==> src/design/sri_pkg.sv <==
// sri_pkg: shared widths, the term operation passed from front to back,
// the result record and the constant divide-by-three step.
// No dependencies.
`default_nettype none

package sri_pkg;

  localparam int unsigned SampleWidth  = 32;
  localparam int unsigned DiffWidth    = SampleWidth + 1;   // x1 - x0
  localparam int unsigned MagDiffWidth = SampleWidth;       // |x1 - x0|
  localparam int unsigned SumWidth     = SampleWidth + 3;   // y0 + 4*y1 + y2
  localparam int unsigned MagSumWidth  = SampleWidth + 2;   // |y sum|
  localparam int unsigned PartWidth    = SampleWidth / 2;   // split of |dx| for the multiply
  localparam int unsigned PpWidth      = PartWidth + MagSumWidth;
  localparam int unsigned ProdWidth    = MagDiffWidth + MagSumWidth;
  localparam int unsigned HalfWidth    = ProdWidth - 1;     // product after the divide by two
  localparam int unsigned LimbWidth    = 17;
  localparam int unsigned NumLimbs     = (HalfWidth + LimbWidth - 1) / LimbWidth;
  localparam int unsigned PadWidth     = NumLimbs * LimbWidth;
  localparam int unsigned TermWidth    = HalfWidth + 2;     // signed term
  localparam int unsigned AccumWidth   = 64;
  localparam int unsigned AccSumWidth  = TermWidth + 1;

  // floor(n/3) for n < 3*2^LimbWidth as (n * Recip3) >> Recip3Shift
  localparam int unsigned Recip3Width  = 20;
  localparam int unsigned Recip3Shift  = 21;
  localparam logic [Recip3Width-1:0] Recip3 = 20'd699051;
  localparam int unsigned Div3ProdWidth = LimbWidth + 2 + Recip3Width;

  typedef struct packed {
    logic                        has_term;
    logic                        div6;      // 1: divide by six, 0: divide by two
    logic                        last;      // closes the row, emit the sum
    logic signed [DiffWidth-1:0] dx;
    logic signed [SumWidth-1:0]  ysum;
  } op_t;

  typedef struct packed {
    logic neg;
    logic div6;
    logic has_term;
    logic last;
  } tag_t;

  typedef struct packed {
    logic signed [AccumWidth-1:0] integral;
    logic                         overflow;
  } result_t;

  // one long-division step by three: returns {quotient limb, remainder}
  function automatic logic [LimbWidth+1:0] div3_step(input logic [1:0]           rem_in,
                                                     input logic [LimbWidth-1:0] limb);
    logic [LimbWidth+1:0]     num;
    logic [Div3ProdWidth-1:0] prod;
    logic [LimbWidth-1:0]     quo;
    logic [LimbWidth+1:0]     back;
    num  = {rem_in, limb};
    prod = Div3ProdWidth'(num) * Div3ProdWidth'(Recip3);
    quo  = prod[Recip3Shift +: LimbWidth];
    back = num - ({2'b00, quo} + {1'b0, quo, 1'b0});
    return {quo, back[1:0]};
  endfunction

endpackage

`default_nettype wire

==> src/design/sri_op_queue.sv <==
// sri_op_queue: four-entry queue of term operations between front and back.
// Depends on sri_pkg.
`default_nettype none

module sri_op_queue import sri_pkg::*; (
  input  logic clk_i,
  input  logic rst_ni,
  input  logic push_i,
  input  op_t  data_i,
  output logic full_o,
  input  logic pop_i,
  output op_t  data_o,
  output logic empty_o
);

  localparam int unsigned Depth    = 4;
  localparam int unsigned PtrWidth = $clog2(Depth);

  op_t                 mem_q [Depth];
  logic [PtrWidth-1:0] wr_ptr_q, rd_ptr_q;
  logic [PtrWidth:0]   cnt_q;
  logic                do_push, do_pop;

  assign full_o  = (cnt_q == (PtrWidth+1)'(Depth));
  assign empty_o = (cnt_q == '0);
  assign do_push = push_i & ~full_o;
  assign do_pop  = pop_i & ~empty_o;
  assign data_o  = mem_q[rd_ptr_q];

  always_ff @(posedge clk_i or negedge rst_ni) begin
    if (!rst_ni) begin
      wr_ptr_q <= '0;
      rd_ptr_q <= '0;
      cnt_q    <= '0;
    end else begin
      if (do_push) begin
        wr_ptr_q <= wr_ptr_q + 1'b1;
      end
      if (do_pop) begin
        rd_ptr_q <= rd_ptr_q + 1'b1;
      end
      if (do_push && !do_pop) begin
        cnt_q <= cnt_q + 1'b1;
      end else if (do_pop && !do_push) begin
        cnt_q <= cnt_q - 1'b1;
      end
    end
  end

  always_ff @(posedge clk_i) begin
    if (do_push) begin
      mem_q[wr_ptr_q] <= data_i;
    end
  end

endmodule

`default_nettype wire

==> config.mk <==
export PLATFORM = sky130hd
export DESIGN_NAME = sri_op_queue
export DESIGN_NICKNAME = d
export VERILOG_FILES = /design/src/design/sri_pkg.sv /design/src/design/sri_op_queue.sv
export SDC_FILE = /design/constraint.sdc
export NUM_CORES = 1
export LEC_CHECK = 0
export ABC_AREA = 1
export BUFFER_PORTS_ARGS = -buffer_cell sky130_fd_sc_hd__buf_2
export CORE_UTILIZATION = 33
export CTS_CLUSTER_DIAMETER = 150
export DETAILED_ROUTE_END_ITERATION = 8
export PLACE_DENSITY = 0.57
export REMOVE_ABC_BUFFERS = 1
export SYNTH_ARGS = -nofsm -noshare
export SYNTH_HDL_FRONTEND = slang
export SYNTH_SLANG_ARGS = --single-unit
==> constraint.sdc <==
create_clock -name clk_i -period 5.09 [get_ports clk_i]
set_input_delay 0.509 -clock clk_i [delete_from_list [all_inputs] [get_ports clk_i]]
set_output_delay 0.509 -clock clk_i [all_outputs]
set_load 0.005 [all_outputs]
# --- Word level (Yosys, flattened, before mapping) ---
# Memories as Yosys holds them, arrays and structs flattened.
# Cells that the tools add are included.
classes:
  n_addsub: 4
  eq_ne: 1
  mux: 4
  n_bitwise: 4
  n_reduce_logical: 6
ops:
  columns: ["operator", "n"]
  rows:
  - ["2-to-1 mux 3 bit", 2]
  - ["adder 2 x 1 -> 2 bit, second input constant", 2]
  - ["adder 3 x 1 -> 3 bit, second input constant", 1]
  - ["equality test 3 bit, second input constant", 1]
  - ["zero test 3 bit", 1]
  - ["subtractor 3 x 1 -> 3 bit, second input constant", 1]
  - ["AND 1 bit", 2]
  - ["logical AND 1 bit", 2]
  - ["zero test 1 bit", 2]
  - ["2-to-1 mux 1 bit", 2]
  - ["inverter 1 bit", 2]
  - ["nonzero test 2 bit", 1]
word_totals:
  reg_bits: 7
  ram_bits: 284
  in_bits: 75
  output_inout_bits: 73
  elab_cells: 23
  n_memories: 1
mem_list:
  columns: ["name", "words", "word_bits", "read_ports", "rd_ports_with_merged_regs", "wr", "line_no", "source"]
  rows:
  - ["mem_q", 4, 71, 1, 0, 1, "sri_op_queue.sv:19", "op_t mem_q [Depth];"]

# --- Longest topological paths before layout ---
logic_depth:
  depth_word: 7
  depth_mapped: 12

# --- Worst setup path after synthesis ---
# No wires, ideal clock.
synth_timing:
  kind: "register -> register"
  startpoint: "register cnt_q[0]"
  endpoint: "memory mem_q[0][0] (netlist bit) (enable)"
  setup_time_ns: 0.501
  t_arrival_ns: 3.691
  required_time_ns: 4.589
  setup_slack_ns: 0.898
  stages_incl_launch_ff: 5
  period_less_slack_ns: 4.192
  cell_sequence: "dfrtp_1 -> inv_1 -> nand3_1 -> nand2_1 -> nor2_1"
synth_via:
  elab_chain_cells: 5
synth_rtl:
  columns: ["element", "line_no", "source"]
  rows:
  - ["start: declaration", "sri_op_queue.sv:21", "logic [PtrWidth:0] cnt_q;"]
  - ["start signal: assignment", "sri_op_queue.sv:43", "cnt_q <= cnt_q + 1'b1;"]
  - ["start signal: assignment", "sri_op_queue.sv:45", "cnt_q <= cnt_q - 1'b1;"]
  - ["equality test 3 bit", "sri_op_queue.sv:24", "assign full_o = (cnt_q == (PtrWidth+1)'(Depth));"]
  - ["inverter 1 bit", "sri_op_queue.sv:26", "assign do_push = push_i & ~full_o;"]
  - ["AND 1 bit", "sri_op_queue.sv:26", null]
  - ["2-to-1 mux 1 bit", "sri_op_queue.sv:51", "if (do_push) begin"]
  - ["2-to-1 mux 1 bit (implied by the code)", "sri_op_queue.sv:52", "mem_q[wr_ptr_q] <= data_i;"]
  - ["end: declaration", "sri_op_queue.sv:19", null]
# Every way passes these cells.

==> results.json <==
{
  "seq_power_share": 0.423,
  "tritoncts": "done",
  "globalplace.congestion": 0.725,
  "power.share.switching": 0.329,
  "placement.io_buffers": 147,
  "crit_path_end_kind": "primary output",
  "clkLatencyLatePin_ns": 0.55,
  "cp_max_fo": 203,
  "post_synth_num_cell_types": 16,
  "design.core.area_um2": 34700,
  "vdd_ir_drop_max_mv": 0.455,
  "timing.setup.critical_path_class": "flip-flop to primary output",
  "slew_viol_final": 0,
  "worst_relative_slew_slack": 0.277,
  "cellLeakagePower_nw": 5.53,
  "layout.area.seq_um2": 8710,
  "cp.arrival_ns": 2.59,
  "grt_remaining_overflow": 0,
  "area_delta_synth_final_pct": 17.9,
  "grt_start_max_net_pins": 204,
  "wl_per_cell_um": 15.2,
  "synth.top_cells.by_area": "sky130_fd_sc_hd__edfxtp_1 (73%), sky130_fd_sc_hd__o211ai_1 (9.1%), sky130_fd_sc_hd__nand2_1 (7.4%), sky130_fd_sc_hd__inv_1 (5.0%), sky130_fd_sc_hd__dfrtp_1 (1.5%)",
  "max_stage_delay_ns": 0.70,
  "finalClockSkew_ns": 0.0129,
  "detail_route.iter0.violations": 286,
  "result_of_the_run": "finished, final reports clean",
  "initial_utilization": 0.337,
  "fin_tns_setup_ns": 0,
  "final.period_utilization": 0.609,
  "max_cap_viol_count": 0,
  "multi_input_area_um2": 2120,
  "viasPerCell": 4.47,
  "min_path_type": "primary input to flip-flop",
  "antenna-diode-count": 0,
  "timing.final.hold_violations": 0,
  "first_pass_grt_wire_length_mm": 35.6,
  "finalWirelength_mm": 23.1,
  "nFillCells": 3307,
  "die_height_um": 190,
  "max_slew.worst_pin.slew_ns": 1.09,
  "critical-path-slowest-cell": "sky130_fd_sc_hd__inv_8",
  "finalSetupViolations": 0,
  "design_area_um2": 13800,
  "power-per-cell-area_nw_per_um2": 560,
  "crit_family": "buffers and inverters",
  "worst_path_most_repeated_cell": "sky130_fd_sc_hd__nand2_1",
  "tritoncts.num_buffers": 31,
  "clkSlewWorstSetupHoldPaths_ns": 0.06,
  "via_count_of_the_first_global_routing_pass": 6546,
  "synth.cell_area_um2": 11700,
  "ctsHtreeMaxLevel": 1,
  "io-pin-count": 148,
  "synth.ff_latch_count": 291,
  "critical_path_buf_inv_count": 3,
  "switching_power_mw": 2.54,
  "die_w_um": 190,
  "area_after_detailed_placement_um2": 12800,
  "grt_usage": 0.127,
  "layout.cells.most_common_list": "sky130_fd_sc_hd__edfxtp_1 (284), sky130_fd_sc_hd__nand2_1 (231), sky130_fd_sc_hd__inv_1 (157), sky130_fd_sc_hd__buf_2 (147), sky130_fd_sc_hd__o211ai_1 (142)",
  "fp-row-count": 68,
  "post_route_cells_drive_above_1_share": 0.194,
  "start_kind": "flip-flop",
  "dp_hpwl_mm": 12.8,
  "period_needed_ns": 3.10,
  "grt_setup_unrepaired": "no",
  "cts_root_buffer": "sky130_fd_sc_hd__clkbuf_16",
  "dieArea_um2": 36200,
  "critical_path_required_ns": 4.58,
  "internal_power_mw": 5.17,
  "antenna_violating_nets_post_route": 0,
  "clkPwrFrac": 0.268,
  "clock_sink_count": 291,
  "max_freq_ghz": 0.323,
  "detail_route.first_pass.iterations": 4,
  "max-clock-path-buffers": 3,
  "route.detailed.drc": 0,
  "synth_top_area_share": 0.730,
  "share_comb_of_total_power": 0.309,
  "layout.cells.most_common": "sky130_fd_sc_hd__edfxtp_1",
  "syn_inst": 889,
  "postSynthAreaPerCell_um2": 13.1,
  "seq_area_frac_synth": 0.745,
  "via_total_after_detailed_routing": 6759,
  "synth_area_leader_cell": "sky130_fd_sc_hd__edfxtp_1",
  "synth-warning-count": 0,
  "crit_chain": "inv_8 -> buf_12 -> nand2_1 -> o211ai_1 -> nand2_1 -> buf_2",
  "layout.nets": 1117,
  "grt_antenna_before_repair": 4
}
sequential cells by signal, indices dropped and copies added (netlist names):
| register | flops |
|---|---|
| rd_ptr_q | 2 |
| cnt_q | 3 |
| wr_ptr_q | 2 |
| mem_q | 284 |
power by group through the flow:
stage          logic [mW]  clock network [mW]  registers, mW
2_1_floorplan        1.38                   0           3.38
3_3_place_gp         2.44                   0           3.30
3_5_place_dp         2.46                   0           3.31
4_1_cts              2.47                2.14           3.26
5_1_grt              2.72                2.23           3.30
6_report             2.38                2.07           3.26
worst paths after layout:
kind / startpoint / cells past startpoint / slack (ns) / endpoint
min in group asynchronous: rst_ni / 2 / 0.32 / cnt_q[1]
hold reg to reg: cnt_q[2] / 2 / 0.51 / cnt_q[2]
max in group asynchronous: rst_ni / 2 / 4.59 / rd_ptr_q[1]
hold / removal: data_i[61] / 1 / 0.17 / mem_q[1][61]
setup / recovery: rd_ptr_q[0] / 6 / 1.99 / data_o[46]
setup reg to reg: cnt_q[0] / 6 / 2.57 / mem_q[2][7]
per-layer routing:
| metal | share of wire | wire [um] | track usage | vias up |
|---|---|---|---|---|
| met5 | 0.0020 | 46 | 0 | - |
| met4 | 0.022 | 504 | 0.0354 | 8 |
| met3 | 0.056 | 1300 | 0.0319 | 46 |
| met2 | 0.47 | 10800 | 0.213 | 131 |
| met1 | 0.45 | 10500 | 0.163 | 3189 |
| li1 | - | - | - | 3385 |
cells by family (layout without fill, tap and decap cells):
| logic type | count (synthesis) | count (layout) | share of synthesized area |
|---|---|---|---|
| adder cells (fa/ha/maj) | 6 | 6 | 0.00707 |
| AND/OR/NAND/NOR | 243 | 243 | 0.0790 |
| buffers and inverters | 205 | 374 | 0.0766 |
| XOR/XNOR | 1 | 1 | 0.000750 |
| AO/OA/AOI/OAI | 143 | 143 | 0.0917 |
| flip-flops | 291 | 291 | 0.745 |
cells in the mapped netlist:
cell and n:
sky130_fd_sc_hd__nand2_1 231, sky130_fd_sc_hd__inv_2 2, sky130_fd_sc_hd__nand3_1 7, sky130_fd_sc_hd__o211ai_1 142
sky130_fd_sc_hd__inv_1 157, sky130_fd_sc_hd__fa_1 1, sky130_fd_sc_hd__nor2_1 4, sky130_fd_sc_hd__nand4_1 1
sky130_fd_sc_hd__dfrtp_1 7, sky130_fd_sc_hd__o21ai_0 1, sky130_fd_sc_hd__ha_1 5, sky130_fd_sc_hd__buf_6 13
sky130_fd_sc_hd__xnor2_1 1, sky130_fd_sc_hd__edfxtp_1 284, sky130_fd_sc_hd__clkbuf_1 11, sky130_fd_sc_hd__buf_2 22
final cells by class:
cell class / instances / area share
inverter: 159 / 0.0439
timing repair buffer: 160 / 0.0616
tap: 455 / 0.0413
clock buffer: 37 / 0.0579
clock inverter: 18 / 0.00981
sequential: 291 / 0.632
multi-input combinational: 393 / 0.154
metrics by stage:
step | util | cells | worst slack [ns] | hold WS (ns) | power, mW
after floorplan | - | 843 | 0.898 | 0.213 | 4.77
after global placement | 0.370 | 1457 | 2.50 | 0.354 | 5.74
after detailed placement | 0.370 | 1457 | 2.50 | 0.357 | 5.77
after CTS | 0.397 | 1513 | 1.90 | 0.138 | 7.88
after global routing | 0.397 | 1513 | 1.70 | 0.143 | 8.25
final | 0.397 | 1513 | 1.99 | 0.169 | 7.71
worst register-to-register path: stages (launching register included):
cell and delay (ns):
sky130_fd_sc_hd__dfrtp_1 0.41, sky130_fd_sc_hd__inv_1 0.07, sky130_fd_sc_hd__nand3_1 0.12, sky130_fd_sc_hd__nand2_1 0.30
sky130_fd_sc_hd__nor2_4 0.15, sky130_fd_sc_hd__buf_4 0.46, sky130_fd_sc_hd__buf_4 0.62
repair_timing:
action                    CTS  global route
hold endpoints to repair    7             0
hold buffers                1             0
setup buffers               0             0
gates resized for setup     0             0
No activity file was read; power rests on OpenSTA's default activity.
