$ cat src/design/sri_pkg.sv
// sri_pkg: shared widths, the term operation passed from front to back,
// the result record and the constant divide-by-three step.
// No dependencies.
`default_nettype none

package sri_pkg;

  localparam int unsigned SampleWidth  = 32;
  localparam int unsigned DiffWidth    = SampleWidth + 1;   // x1 - x0
  localparam int unsigned MagDiffWidth = SampleWidth;       // |x1 - x0|
  localparam int unsigned SumWidth     = SampleWidth + 3;   // y0 + 4*y1 + y2
  localparam int unsigned MagSumWidth  = SampleWidth + 2;   // |y sum|
  localparam int unsigned PartWidth    = SampleWidth / 2;   // split of |dx| for the multiply
  localparam int unsigned PpWidth      = PartWidth + MagSumWidth;
  localparam int unsigned ProdWidth    = MagDiffWidth + MagSumWidth;
  localparam int unsigned HalfWidth    = ProdWidth - 1;     // product after the divide by two
  localparam int unsigned LimbWidth    = 17;
  localparam int unsigned NumLimbs     = (HalfWidth + LimbWidth - 1) / LimbWidth;
  localparam int unsigned PadWidth     = NumLimbs * LimbWidth;
  localparam int unsigned TermWidth    = HalfWidth + 2;     // signed term
  localparam int unsigned AccumWidth   = 64;
  localparam int unsigned AccSumWidth  = TermWidth + 1;

  // floor(n/3) for n < 3*2^LimbWidth as (n * Recip3) >> Recip3Shift
  localparam int unsigned Recip3Width  = 20;
  localparam int unsigned Recip3Shift  = 21;
  localparam logic [Recip3Width-1:0] Recip3 = 20'd699051;
  localparam int unsigned Div3ProdWidth = LimbWidth + 2 + Recip3Width;

  typedef struct packed {
    logic                        has_term;
    logic                        div6;      // 1: divide by six, 0: divide by two
    logic                        last;      // closes the row, emit the sum
    logic signed [DiffWidth-1:0] dx;
    logic signed [SumWidth-1:0]  ysum;
  } op_t;

  typedef struct packed {
    logic neg;
    logic div6;
    logic has_term;
    logic last;
  } tag_t;

  typedef struct packed {
    logic signed [AccumWidth-1:0] integral;
    logic                         overflow;
  } result_t;

  // one long-division step by three: returns {quotient limb, remainder}
  function automatic logic [LimbWidth+1:0] div3_step(input logic [1:0]           rem_in,
                                                     input logic [LimbWidth-1:0] limb);
    logic [LimbWidth+1:0]     num;
    logic [Div3ProdWidth-1:0] prod;
    logic [LimbWidth-1:0]     quo;
    logic [LimbWidth+1:0]     back;
    num  = {rem_in, limb};
    prod = Div3ProdWidth'(num) * Div3ProdWidth'(Recip3);
    quo  = prod[Recip3Shift +: LimbWidth];
    back = num - ({2'b00, quo} + {1'b0, quo, 1'b0});
    return {quo, back[1:0]};
  endfunction

endpackage

`default_nettype wire

$ cat src/design/sri_back.sv
// sri_back: multiply, divide by two or six with floor rounding, saturating
// accumulate, and a two-entry result buffer.
// Depends on sri_pkg.
`default_nettype none

module sri_back import sri_pkg::*; (
  input  logic                         clk_i,
  input  logic                         rst_ni,
  input  logic                         op_empty_i,
  input  op_t                          op_i,
  output logic                         op_pop_o,
  input  logic                         pop_i,
  output logic                         empty_o,
  output logic signed [AccumWidth-1:0] integral_o,
  output logic                         overflow_o
);

  localparam int unsigned ResDepth    = 2;
  localparam int unsigned ResPtrWidth = $clog2(ResDepth);
  localparam int unsigned NumStages   = 5;
  localparam logic signed [AccSumWidth-1:0] AccHiLim =
    {{(AccSumWidth-AccumWidth+1){1'b0}}, {(AccumWidth-1){1'b1}}};
  localparam logic signed [AccSumWidth-1:0] AccLoLim = ~AccHiLim;

  logic adv;
  logic [NumStages-1:0] stage_valid_q;
  tag_t s0_tag_q, s1_tag_q, s2_tag_q, s3_tag_q, s4_tag_q;

  // stage 0: magnitudes and sign
  logic [DiffWidth-1:0]    dx_mag_full;
  logic [SumWidth-1:0]     ys_mag_full;
  tag_t                    s0_tag_d;
  logic [MagDiffWidth-1:0] mag_dx_q;
  logic [MagSumWidth-1:0]  mag_ys_q;

  // stage 1: partial products
  logic [PpWidth-1:0] pp_lo_q, pp_hi_q;

  // stage 2: full product
  logic [ProdWidth-1:0] prod_q;

  // stage 3: upper quotient limbs
  logic [PadWidth-1:0]            pad_hi;
  logic [LimbWidth+1:0]           step3, step2;
  logic [HalfWidth-1:0]           half_q;
  logic                           p0_q;
  logic [2*LimbWidth-1:0]         qhi_q;
  logic [1:0]                     rem_mid_q;

  // stage 4: lower quotient limbs
  logic [PadWidth-1:0]  pad_lo;
  logic [LimbWidth+1:0] step1, step0;
  logic [PadWidth-1:0]  quo_full;
  logic [HalfWidth-1:0] quo_q;
  logic                 rem_nz_q;

  // accumulate
  logic [HalfWidth:0]              mag;
  logic signed [TermWidth-1:0]     term;
  logic signed [AccSumWidth-1:0]   sum;
  logic signed [AccumWidth-1:0]    acc_q, acc_new;
  logic                            flag_q, flag_new, sat;

  // result buffer
  result_t                res_mem_q [ResDepth];
  logic [ResPtrWidth-1:0] res_wr_q, res_rd_q;
  logic [ResPtrWidth:0]   res_cnt_q;
  logic                   res_push, res_pop;
  logic                   acc_fire;

  assign res_pop  = pop_i & (res_cnt_q != '0);
  assign adv      = (res_cnt_q != (ResPtrWidth+1)'(ResDepth)) | pop_i;
  assign op_pop_o = adv & ~op_empty_i;
  assign acc_fire = adv & stage_valid_q[NumStages-1];
  assign res_push = acc_fire & s4_tag_q.last;

  always_comb begin
    dx_mag_full       = op_i.dx[DiffWidth-1] ? -op_i.dx : op_i.dx;
    ys_mag_full       = op_i.ysum[SumWidth-1] ? -op_i.ysum : op_i.ysum;
    s0_tag_d.neg      = op_i.dx[DiffWidth-1] ^ op_i.ysum[SumWidth-1];
    s0_tag_d.div6     = op_i.div6;
    s0_tag_d.has_term = op_i.has_term;
    s0_tag_d.last     = op_i.last;
  end

  // divide by two first, then by three one limb per step
  always_comb begin
    pad_hi = PadWidth'(prod_q[ProdWidth-1:1]);
    step3  = div3_step(2'b00, pad_hi[3*LimbWidth +: LimbWidth]);
    step2  = div3_step(step3[1:0], pad_hi[2*LimbWidth +: LimbWidth]);
  end

  always_comb begin
    pad_lo   = PadWidth'(half_q);
    step1    = div3_step(rem_mid_q, pad_lo[LimbWidth +: LimbWidth]);
    step0    = div3_step(step1[1:0], pad_lo[0 +: LimbWidth]);
    quo_full = {qhi_q, step1[LimbWidth+1:2], step0[LimbWidth+1:2]};
  end

  // floor rounding: a negative term with a remainder moves one further down
  always_comb begin
    mag  = {1'b0, quo_q} + (HalfWidth+1)'(s4_tag_q.neg & rem_nz_q);
    term = s4_tag_q.neg ? -$signed({1'b0, mag}) : $signed({1'b0, mag});
    if (!s4_tag_q.has_term) begin
      term = '0;
    end
    sum = AccSumWidth'(acc_q) + AccSumWidth'(term);
    sat = 1'b0;
    if (sum > AccHiLim) begin
      acc_new = AccHiLim[AccumWidth-1:0];
      sat     = 1'b1;
    end else if (sum < AccLoLim) begin
      acc_new = AccLoLim[AccumWidth-1:0];
      sat     = 1'b1;
    end else begin
      acc_new = sum[AccumWidth-1:0];
    end
    flag_new = flag_q | sat;
  end

  always_ff @(posedge clk_i or negedge rst_ni) begin
    if (!rst_ni) begin
      stage_valid_q <= '0;
      acc_q         <= '0;
      flag_q        <= 1'b0;
      res_wr_q      <= '0;
      res_rd_q      <= '0;
      res_cnt_q     <= '0;
    end else begin
      if (adv) begin
        stage_valid_q <= {stage_valid_q[NumStages-2:0], ~op_empty_i};
      end
      if (acc_fire) begin
        if (s4_tag_q.last) begin
          acc_q  <= '0;
          flag_q <= 1'b0;
        end else begin
          acc_q  <= acc_new;
          flag_q <= flag_new;
        end
      end
      if (res_push) begin
        res_wr_q <= res_wr_q + 1'b1;
      end
      if (res_pop) begin
        res_rd_q <= res_rd_q + 1'b1;
      end
      if (res_push && !res_pop) begin
        res_cnt_q <= res_cnt_q + 1'b1;
      end else if (res_pop && !res_push) begin
        res_cnt_q <= res_cnt_q - 1'b1;
      end
    end
  end

  always_ff @(posedge clk_i) begin
    if (adv) begin
      s0_tag_q  <= s0_tag_d;
      mag_dx_q  <= dx_mag_full[MagDiffWidth-1:0];
      mag_ys_q  <= ys_mag_full[MagSumWidth-1:0];

      s1_tag_q  <= s0_tag_q;
      pp_lo_q   <= PpWidth'(mag_dx_q[PartWidth-1:0]) * PpWidth'(mag_ys_q);
      pp_hi_q   <= PpWidth'(mag_dx_q[MagDiffWidth-1:PartWidth]) * PpWidth'(mag_ys_q);

      s2_tag_q  <= s1_tag_q;
      prod_q    <= ProdWidth'(pp_lo_q) + (ProdWidth'(pp_hi_q) << PartWidth);

      s3_tag_q  <= s2_tag_q;
      half_q    <= prod_q[ProdWidth-1:1];
      p0_q      <= prod_q[0];
      qhi_q     <= {step3[LimbWidth+1:2], step2[LimbWidth+1:2]};
      rem_mid_q <= step2[1:0];

      s4_tag_q  <= s3_tag_q;
      quo_q     <= s3_tag_q.div6 ? quo_full[HalfWidth-1:0] : half_q;
      rem_nz_q  <= p0_q | (s3_tag_q.div6 & (step0[1:0] != 2'b00));
    end
    if (res_push) begin
      res_mem_q[res_wr_q].integral <= acc_new;
      res_mem_q[res_wr_q].overflow <= flag_new;
    end
  end

  assign empty_o    = (res_cnt_q == '0);
  assign integral_o = res_mem_q[res_rd_q].integral;
  assign overflow_o = res_mem_q[res_rd_q].overflow;

endmodule

`default_nettype wire

$ cat config.mk
export PLATFORM = sky130hd
export DESIGN_NAME = sri_back
export DESIGN_NICKNAME = d
export VERILOG_FILES = /design/src/design/sri_pkg.sv /design/src/design/sri_back.sv
export SDC_FILE = /design/constraint.sdc
export NUM_CORES = 2
export LEC_CHECK = 0
export ABC_AREA = 1
export ABC_CLOCK_PERIOD_IN_PS = 14220
export BUFFER_PORTS_ARGS = -buffer_cell sky130_fd_sc_hd__buf_4
export CORE_ASPECT_RATIO = 0.9
export CORE_MARGIN = 3
export CORE_UTILIZATION = 60
export DETAILED_ROUTE_END_ITERATION = 8
export PLACE_DENSITY = 0.8
export SLEW_MARGIN = 20
export SYNTH_ARGS = -nofsm -noshare
export SYNTH_HDL_FRONTEND = slang
export SYNTH_SLANG_ARGS = --single-unit
$ cat constraint.sdc
create_clock -name clk_i -period 14.22 [get_ports clk_i]
set_input_delay 0 -clock clk_i [delete_from_list [all_inputs] [get_ports clk_i]]
set_output_delay 0 -clock clk_i [all_outputs]
set_load 0.01 [all_outputs]
# Word level (Yosys, flattened, before mapping)
# Memories as Yosys holds them, arrays and structs flattened.
# Cells that the tools add are included.
# word_totals
reg_bits,489
ram_bits,130
inputBits,75
elab_cells,99
mem_count,1
# mem_list
name,words,word_bits,rd,rd_ports_with_merged_regs,wr,line,text
res_mem_q,2,65,1,0,1,sri_back.sv:65,result_t res_mem_q [ResDepth];
# op_classes
add_sub_neg,18
mul,6
magnitude_cmp,2
eq_ne,1
mux,15
bitwise,11
n_reduce_logical,8
# op_table
operator,count
$mux W64,4
$mux W67,2
$mul A19 B20 Y38 const B,3
$mul A16 B34 Y50,2
$add A64 B67 Y68,1
$gt A68 B64 Y1 const B,1
$lt A68 B64 Y1 const B,1
$neg A66 Y67,1
$add A50 B66 Y66,1
$add A65 B1 Y66,1
$mul A14 B20 Y34 const B,1
$mux W34,1
$neg A34 Y34,1
$mux W32,1
$neg A32 Y32,1
$add A2 B2 Y2,4
$sub A2 B2 Y2,4
$and A1 B1 Y1,6
$reduce_bool A2 Y1,3
$mux W1,5
$mux W2,2
$or A1 B1 Y1,3
$add A1 B1 Y1 const B,2
$add A2 B1 Y2 const B,1
other kinds (7),9

# Logic depth before layout (Yosys ltp)
# logic_depth
word_depth,11
ltp_mapped,56
ltp_nobuf,55

# Worst setup path before layout
# No wires, ideal clock.
# synth_timing
kind,reg2reg
start,register res_cnt_q[1]
end,register stage_valid_q[4]
setup_ns,0.128
arrival_ns,13.533
setup_slack_ns,0.558
stages_incl_launch_ff,6
path_cell_list,dfrtp_1 -> inv_1 -> nor2_1 -> nand2_1 -> clkbuf_1 -> mux2_2
# synth_between
elab_chain_len,2
# synth_rtl
element,line,text
start: declaration,sri_back.sv:67,logic [ResPtrWidth:0] res_cnt_q;
start signal: assignment,sri_back.sv:149,res_cnt_q <= res_cnt_q + 1'b1;
start signal: assignment,sri_back.sv:151,res_cnt_q <= res_cnt_q - 1'b1;
$ne A2 B2 Y1,sri_back.sv:72,assign adv = (res_cnt_q != (ResPtrWidth+1)'(ResDepth)) | pop_i;
$or A1 B1 Y1,sri_back.sv:72,
end signal: assignment,sri_back.sv:131,"stage_valid_q <= {stage_valid_q[NumStages-2:0], ~op_empty_i};"
end: declaration,sri_back.sv:26,logic [NumStages-1:0] stage_valid_q;
# Every way passes these cells.
# A chain may end at the register's enable or synchronous reset.

# Final worst setup path
# layout_timing
start,register half_q[23]
end,register rem_nz_q (data pin)
# layout_between
elab_chain_len,9
# layout_rtl
element,line,text
start: declaration,sri_back.sv:45,logic [HalfWidth-1:0] half_q;
start signal: assignment,sri_back.sv:170,half_q <= prod_q[ProdWidth-1:1];
$mul A19 B20 Y38,sri_pkg.sv:58,prod = Div3ProdWidth'(num) * Div3ProdWidth'(Recip3);
$add A2 B2 Y2,sri_pkg.sv:60,"back = num - ({2'b00, quo} + {1'b0, quo, 1'b0});"
$sub A2 B2 Y2,sri_pkg.sv:60,
$mul A19 B20 Y38,sri_pkg.sv:58,
$add A2 B2 Y2,sri_pkg.sv:60,
$sub A2 B2 Y2,sri_pkg.sv:60,
$reduce_bool A2 Y1,sri_back.sv:177,rem_nz_q <= p0_q | (s3_tag_q.div6 & (step0[1:0] != 2'b00));
$and A1 B1 Y1,sri_back.sv:177,
$or A1 B1 Y1,sri_back.sv:177,
end signal: assignment,sri_back.sv:177,
end: declaration,sri_back.sv:55,logic rem_nz_q;
# Every way passes these cells.

==> qor.log <==
[synthesis] most frequently used cell type in the post-synthesis netlist sky130_fd_sc_hd__nand2_1
[layout] share of cells above drive strength 1 4.56%
[routing] number of nets still failing antenna checks after routing 0
[worst_hold_path] startpoint of the worst hold path op_i[68]
[global_routing] initial antenna violation count 1
[synthesis] area share of the largest cell type after synthesis 28.3%
[timing] Setup Skew 0.0553 ns
[synthesis] net count after synthesis 12,900
[clock_network] CTS Root Cell sky130_fd_sc_hd__clkbuf_16
[layout] area of the multi-input gates 0.0608 mm^2
[layout] area added between synthesis and finish 7.48%
[clock_network] TritonCTS Buffers 70
[layout] fill cell instance count of the final layout 12,000
[worst_hold_path] Worst Hold Depth 2
[global_routing] combined global-route utilization of all metal layers 33.3%
[timing] worst slew margin relative to its limit 28.0%
[floorplan] Core Area 0.147 mm^2
[timing] crit share post-route 84.5%
[placement] GPL Wtd Cong 1.00
[synthesis] synthesized area 0.0889 mm^2
[synthesis] most frequent cells after synthesis sky130_fd_sc_hd__nand2_1 (2,939), sky130_fd_sc_hd__inv_1 (2,289), sky130_fd_sc_hd__fa_1 (1,259)
[timing] Tmin final 12.01 ns
[layout] Register Area 0.0182 mm^2
[routing] number of vias after detailed routing 72,200
[critical_path] Slowest Stage Delay on Critical Path 0.61 ns
[clock_network] clock-pin slew on the worst setup and hold paths 0.06 ns
[global_routing] pin count of the biggest net entering global routing 150
[global_routing] overflow left after global routing 0
[placement] HPWL after detailed placement 197,000 um
[critical_path] Reg2Reg Capture Point rem_nz_q
[floorplan] Vert. Die Dim 371 um
[clock_network] Max H-tree Level 3
[routing] Detailed Routing Iterations Pass 1 9
[routing] via density per instance 5.60
[placement] total of buffers placed on input and output ports 141
[timing] unrepaired setup endpoints after global routing no
[clock_network] number of clock sinks seen by CTS 619
[synthesis] Yosys warnings 0
[placement] Placed Instances 12,600
[layout] count of placed standard cells in the final layout, fillers left out 12,900
[timing] max-slew violation count 0
[outcome] status completed
[critical_path] Register-to-Register Path Depth 51
[critical_path] signal arrival time at the worst endpoint 12.48 ns
[synthesis] sequential share of the synthesized area 20.5%
[floorplan] area of the die 0.153 mm^2
[routing] post-detailed-route DRC marker count 0
[layout] Final #Nets 13,100
[critical_path] required time at the worst-slack endpoint 14.69 ns
[synthesis] post-synthesis cell count 10,800
[floorplan] top-level port count 142
[synthesis] synthesized flop and latch total 619
[synthesis] unique cell type count in the Yosys netlist 61
[timing] Final Hold Vio Count 0
[floorplan] number of rows created at floorplan 133
[job] maxcap violations 0
[global_routing] first-pass GRT wire length 401,000 um
[timing] maximum operating frequency 83.3 MHz
[synthesis] top area cells in the synthesized netlist sky130_fd_sc_hd__fa_1 (28%), sky130_fd_sc_hd__edfxtp_1 (18%), sky130_fd_sc_hd__nand2_1 (12%)
[timing] slew at the pin closest to its max-slew limit 1.08 ns
[routing] routed length per instance 19.4 um
[critical_path] type of the worst setup path register to register
[routing] number of DRC violations after detailed-routing iteration 0 6,233
[synthesis] asr flop ratio synth 12.0%
[floorplan] Die Width 412 um
[worst_hold_path] Hold EP s0_tag_q[0]
[critical_path] FF-to-FF setup slack 2.21 ns
[critical_path] Crit Path Max Fanout 4
[critical_path] CP max-delay cell sky130_fd_sc_hd__fa_1
[critical_path] critical path launch point type register
[synthesis] Yosys top cell by area sky130_fd_sc_hd__fa_1
[clock_network] CTS tree built
[timing] hold_ws 0.0760 ns
[synthesis] most instantiated flip-flop cell in the synthesis netlist sky130_fd_sc_hd__edfxtp_1
[timing] slack of the critical path 2.21 ns
[floorplan] Initial Utilization 60.7%
[synthesis] average footprint of a synthesized cell 8.27 um^2
[timing] Total Negative Setup Slacks 0 ns
[critical_path] reg-to-reg critical path startpoint half_q[23]
[clock_network] count of cells resized by post-cts repair 0
[synthesis] EDFF count, synth 545
[clock_network] maximum number of buffers from clock root to sink 3
[placement] dpl ws 2.23 ns
[clock_network] clock latency of the later-clocked register in the worst-skew pair 0.72 ns
[critical_path] kind of capture point of the worst setup path register
[worst_hold_path] class of the tightest hold or removal check primary input to register
[timing] final setup violation count 0
[critical_path] most used cell along the critical path sky130_fd_sc_hd__nand2_1
[global_routing] number of global-route vias before repair 75,500
[routing] final WL 250,000 um
==> cell usage in the layout (no fill, tap or decap), types with 15 or more instances in the layout <==
cell type	n
sky130_fd_sc_hd__inv_1	2287
sky130_fd_sc_hd__nor2_1	602
sky130_fd_sc_hd__dfrtp_1	73
sky130_fd_sc_hd__nor2_2	21
sky130_fd_sc_hd__nand3_1	220
sky130_fd_sc_hd__nand4_1	83
sky130_fd_sc_hd__a21boi_0	21
sky130_fd_sc_hd__a31oi_1	35
sky130_fd_sc_hd__nor3_1	129
sky130_fd_sc_hd__dlygate4sd3_1	134
sky130_fd_sc_hd__o21a_1	28
sky130_fd_sc_hd__clkbuf_16	71
sky130_fd_sc_hd__clkinv_2	15
sky130_fd_sc_hd__o21ai_0	251
sky130_fd_sc_hd__ha_1	848
sky130_fd_sc_hd__edfxtp_1	545
sky130_fd_sc_hd__o21bai_1	43
sky130_fd_sc_hd__a21o_1	26
sky130_fd_sc_hd__nand2_1	2937
sky130_fd_sc_hd__fa_1	1259
sky130_fd_sc_hd__a21oi_1	441
sky130_fd_sc_hd__xnor2_1	138
sky130_fd_sc_hd__nand2_2	77
sky130_fd_sc_hd__xor2_1	212
sky130_fd_sc_hd__nor4_1	29
sky130_fd_sc_hd__buf_4	222
==> worst max path at each step <==
stage / from / end / depth (start not counted)
2_1_floorplan: res_cnt_q[1] / stage_valid_q[4] / 5
3_3_place_gp: half_q[23] / rem_nz_q / 51
3_5_place_dp: half_q[23] / rem_nz_q / 51
4_1_cts: half_q[23] / rem_nz_q / 51
5_1_grt: half_q[23] / rem_nz_q / 51
6_report: half_q[23] / rem_nz_q / 51
==> layer usage <==
| metal | routed length (um) | global-route usage (%) | up-vias |
|---|---|---|---|
| li1 | - | - | 33200 |
| met1 | 99600 | 43.2 | 35100 |
| met2 | 118000 | 55.1 | 3238 |
| met3 | 21600 | 6.65 | 698 |
| met4 | 11300 | 13.3 | 2 |
| met5 | 17 | 0 | - |
==> stage by stage <==
step,util [%],cell area [um^2]
finish,65.2,95600
global route,65.2,95600
CTS,65.2,95500
detailed placement,62.6,91800
global placement,62.6,91800
floorplan,-,88900
==> state kept, by name, summed over array words and instances (netlist names), 30 cells and up <==
register,cells
res_mem_q,130
mag_dx_q,32
pp_hi_q,50
prod_q,66
acc_q,64
half_q,65
quo_q,65
pp_lo_q,50
qhi_q,30
mag_ys_q,34
==> worst max-delay path: cells and delay by family (launching register included) <==
kind | cells | cell delay (ns)
simple gates | 20 | 2.46
fa+ha+maj | 17 | 7.31
flops | 1 | 0.48
xor+xnor | 3 | 0.67
compound gates | 1 | 0.11
buf+inv | 10 | 0.74
==> timing repair <==
| action | in CTS | in global routing |
|---|---|---|
| buffers inserted | 0 | 0 |
| endpoints found under the setup margin | 0 | 0 |
| hold buffers | 133 | 1 |
| hold endpoints to repair | 148 | 29 |
==> logic make-up (layout without fill, tap and decap cells) <==
| logic type | after synthesis | after routing | share of synthesized area, % |
|---|---|---|---|
| other cells | 0 | 2 | 0 |
| buf+inv | 2615 | 2793 | 11.2 |
| xor+xnor | 350 | 350 | 3.45 |
| fa+ha+maj | 2107 | 2107 | 40.3 |
| compound gates | 900 | 900 | 5.61 |
| flops | 619 | 619 | 20.5 |
| simple gates | 4160 | 4160 | 19.0 |
| mux | 1 | 1 | 0.0127 |
==> layout make-up <==
type                            instances  area share (%)
Antenna cell                            2         0.00524
Clock buffer                           80            1.92
Clock inverter                         50           0.594
Inverter                             2305            9.06
Multi-Input combinational cell       7518            63.6
Sequential cell                       619            19.1
Tap cell                             1957            2.56
Timing Repair Buffer                  358            3.19
Power is left out: the tool's default activity adds up to more than one toggle a clock period on the data nets, which glitch-free logic cannot reach.
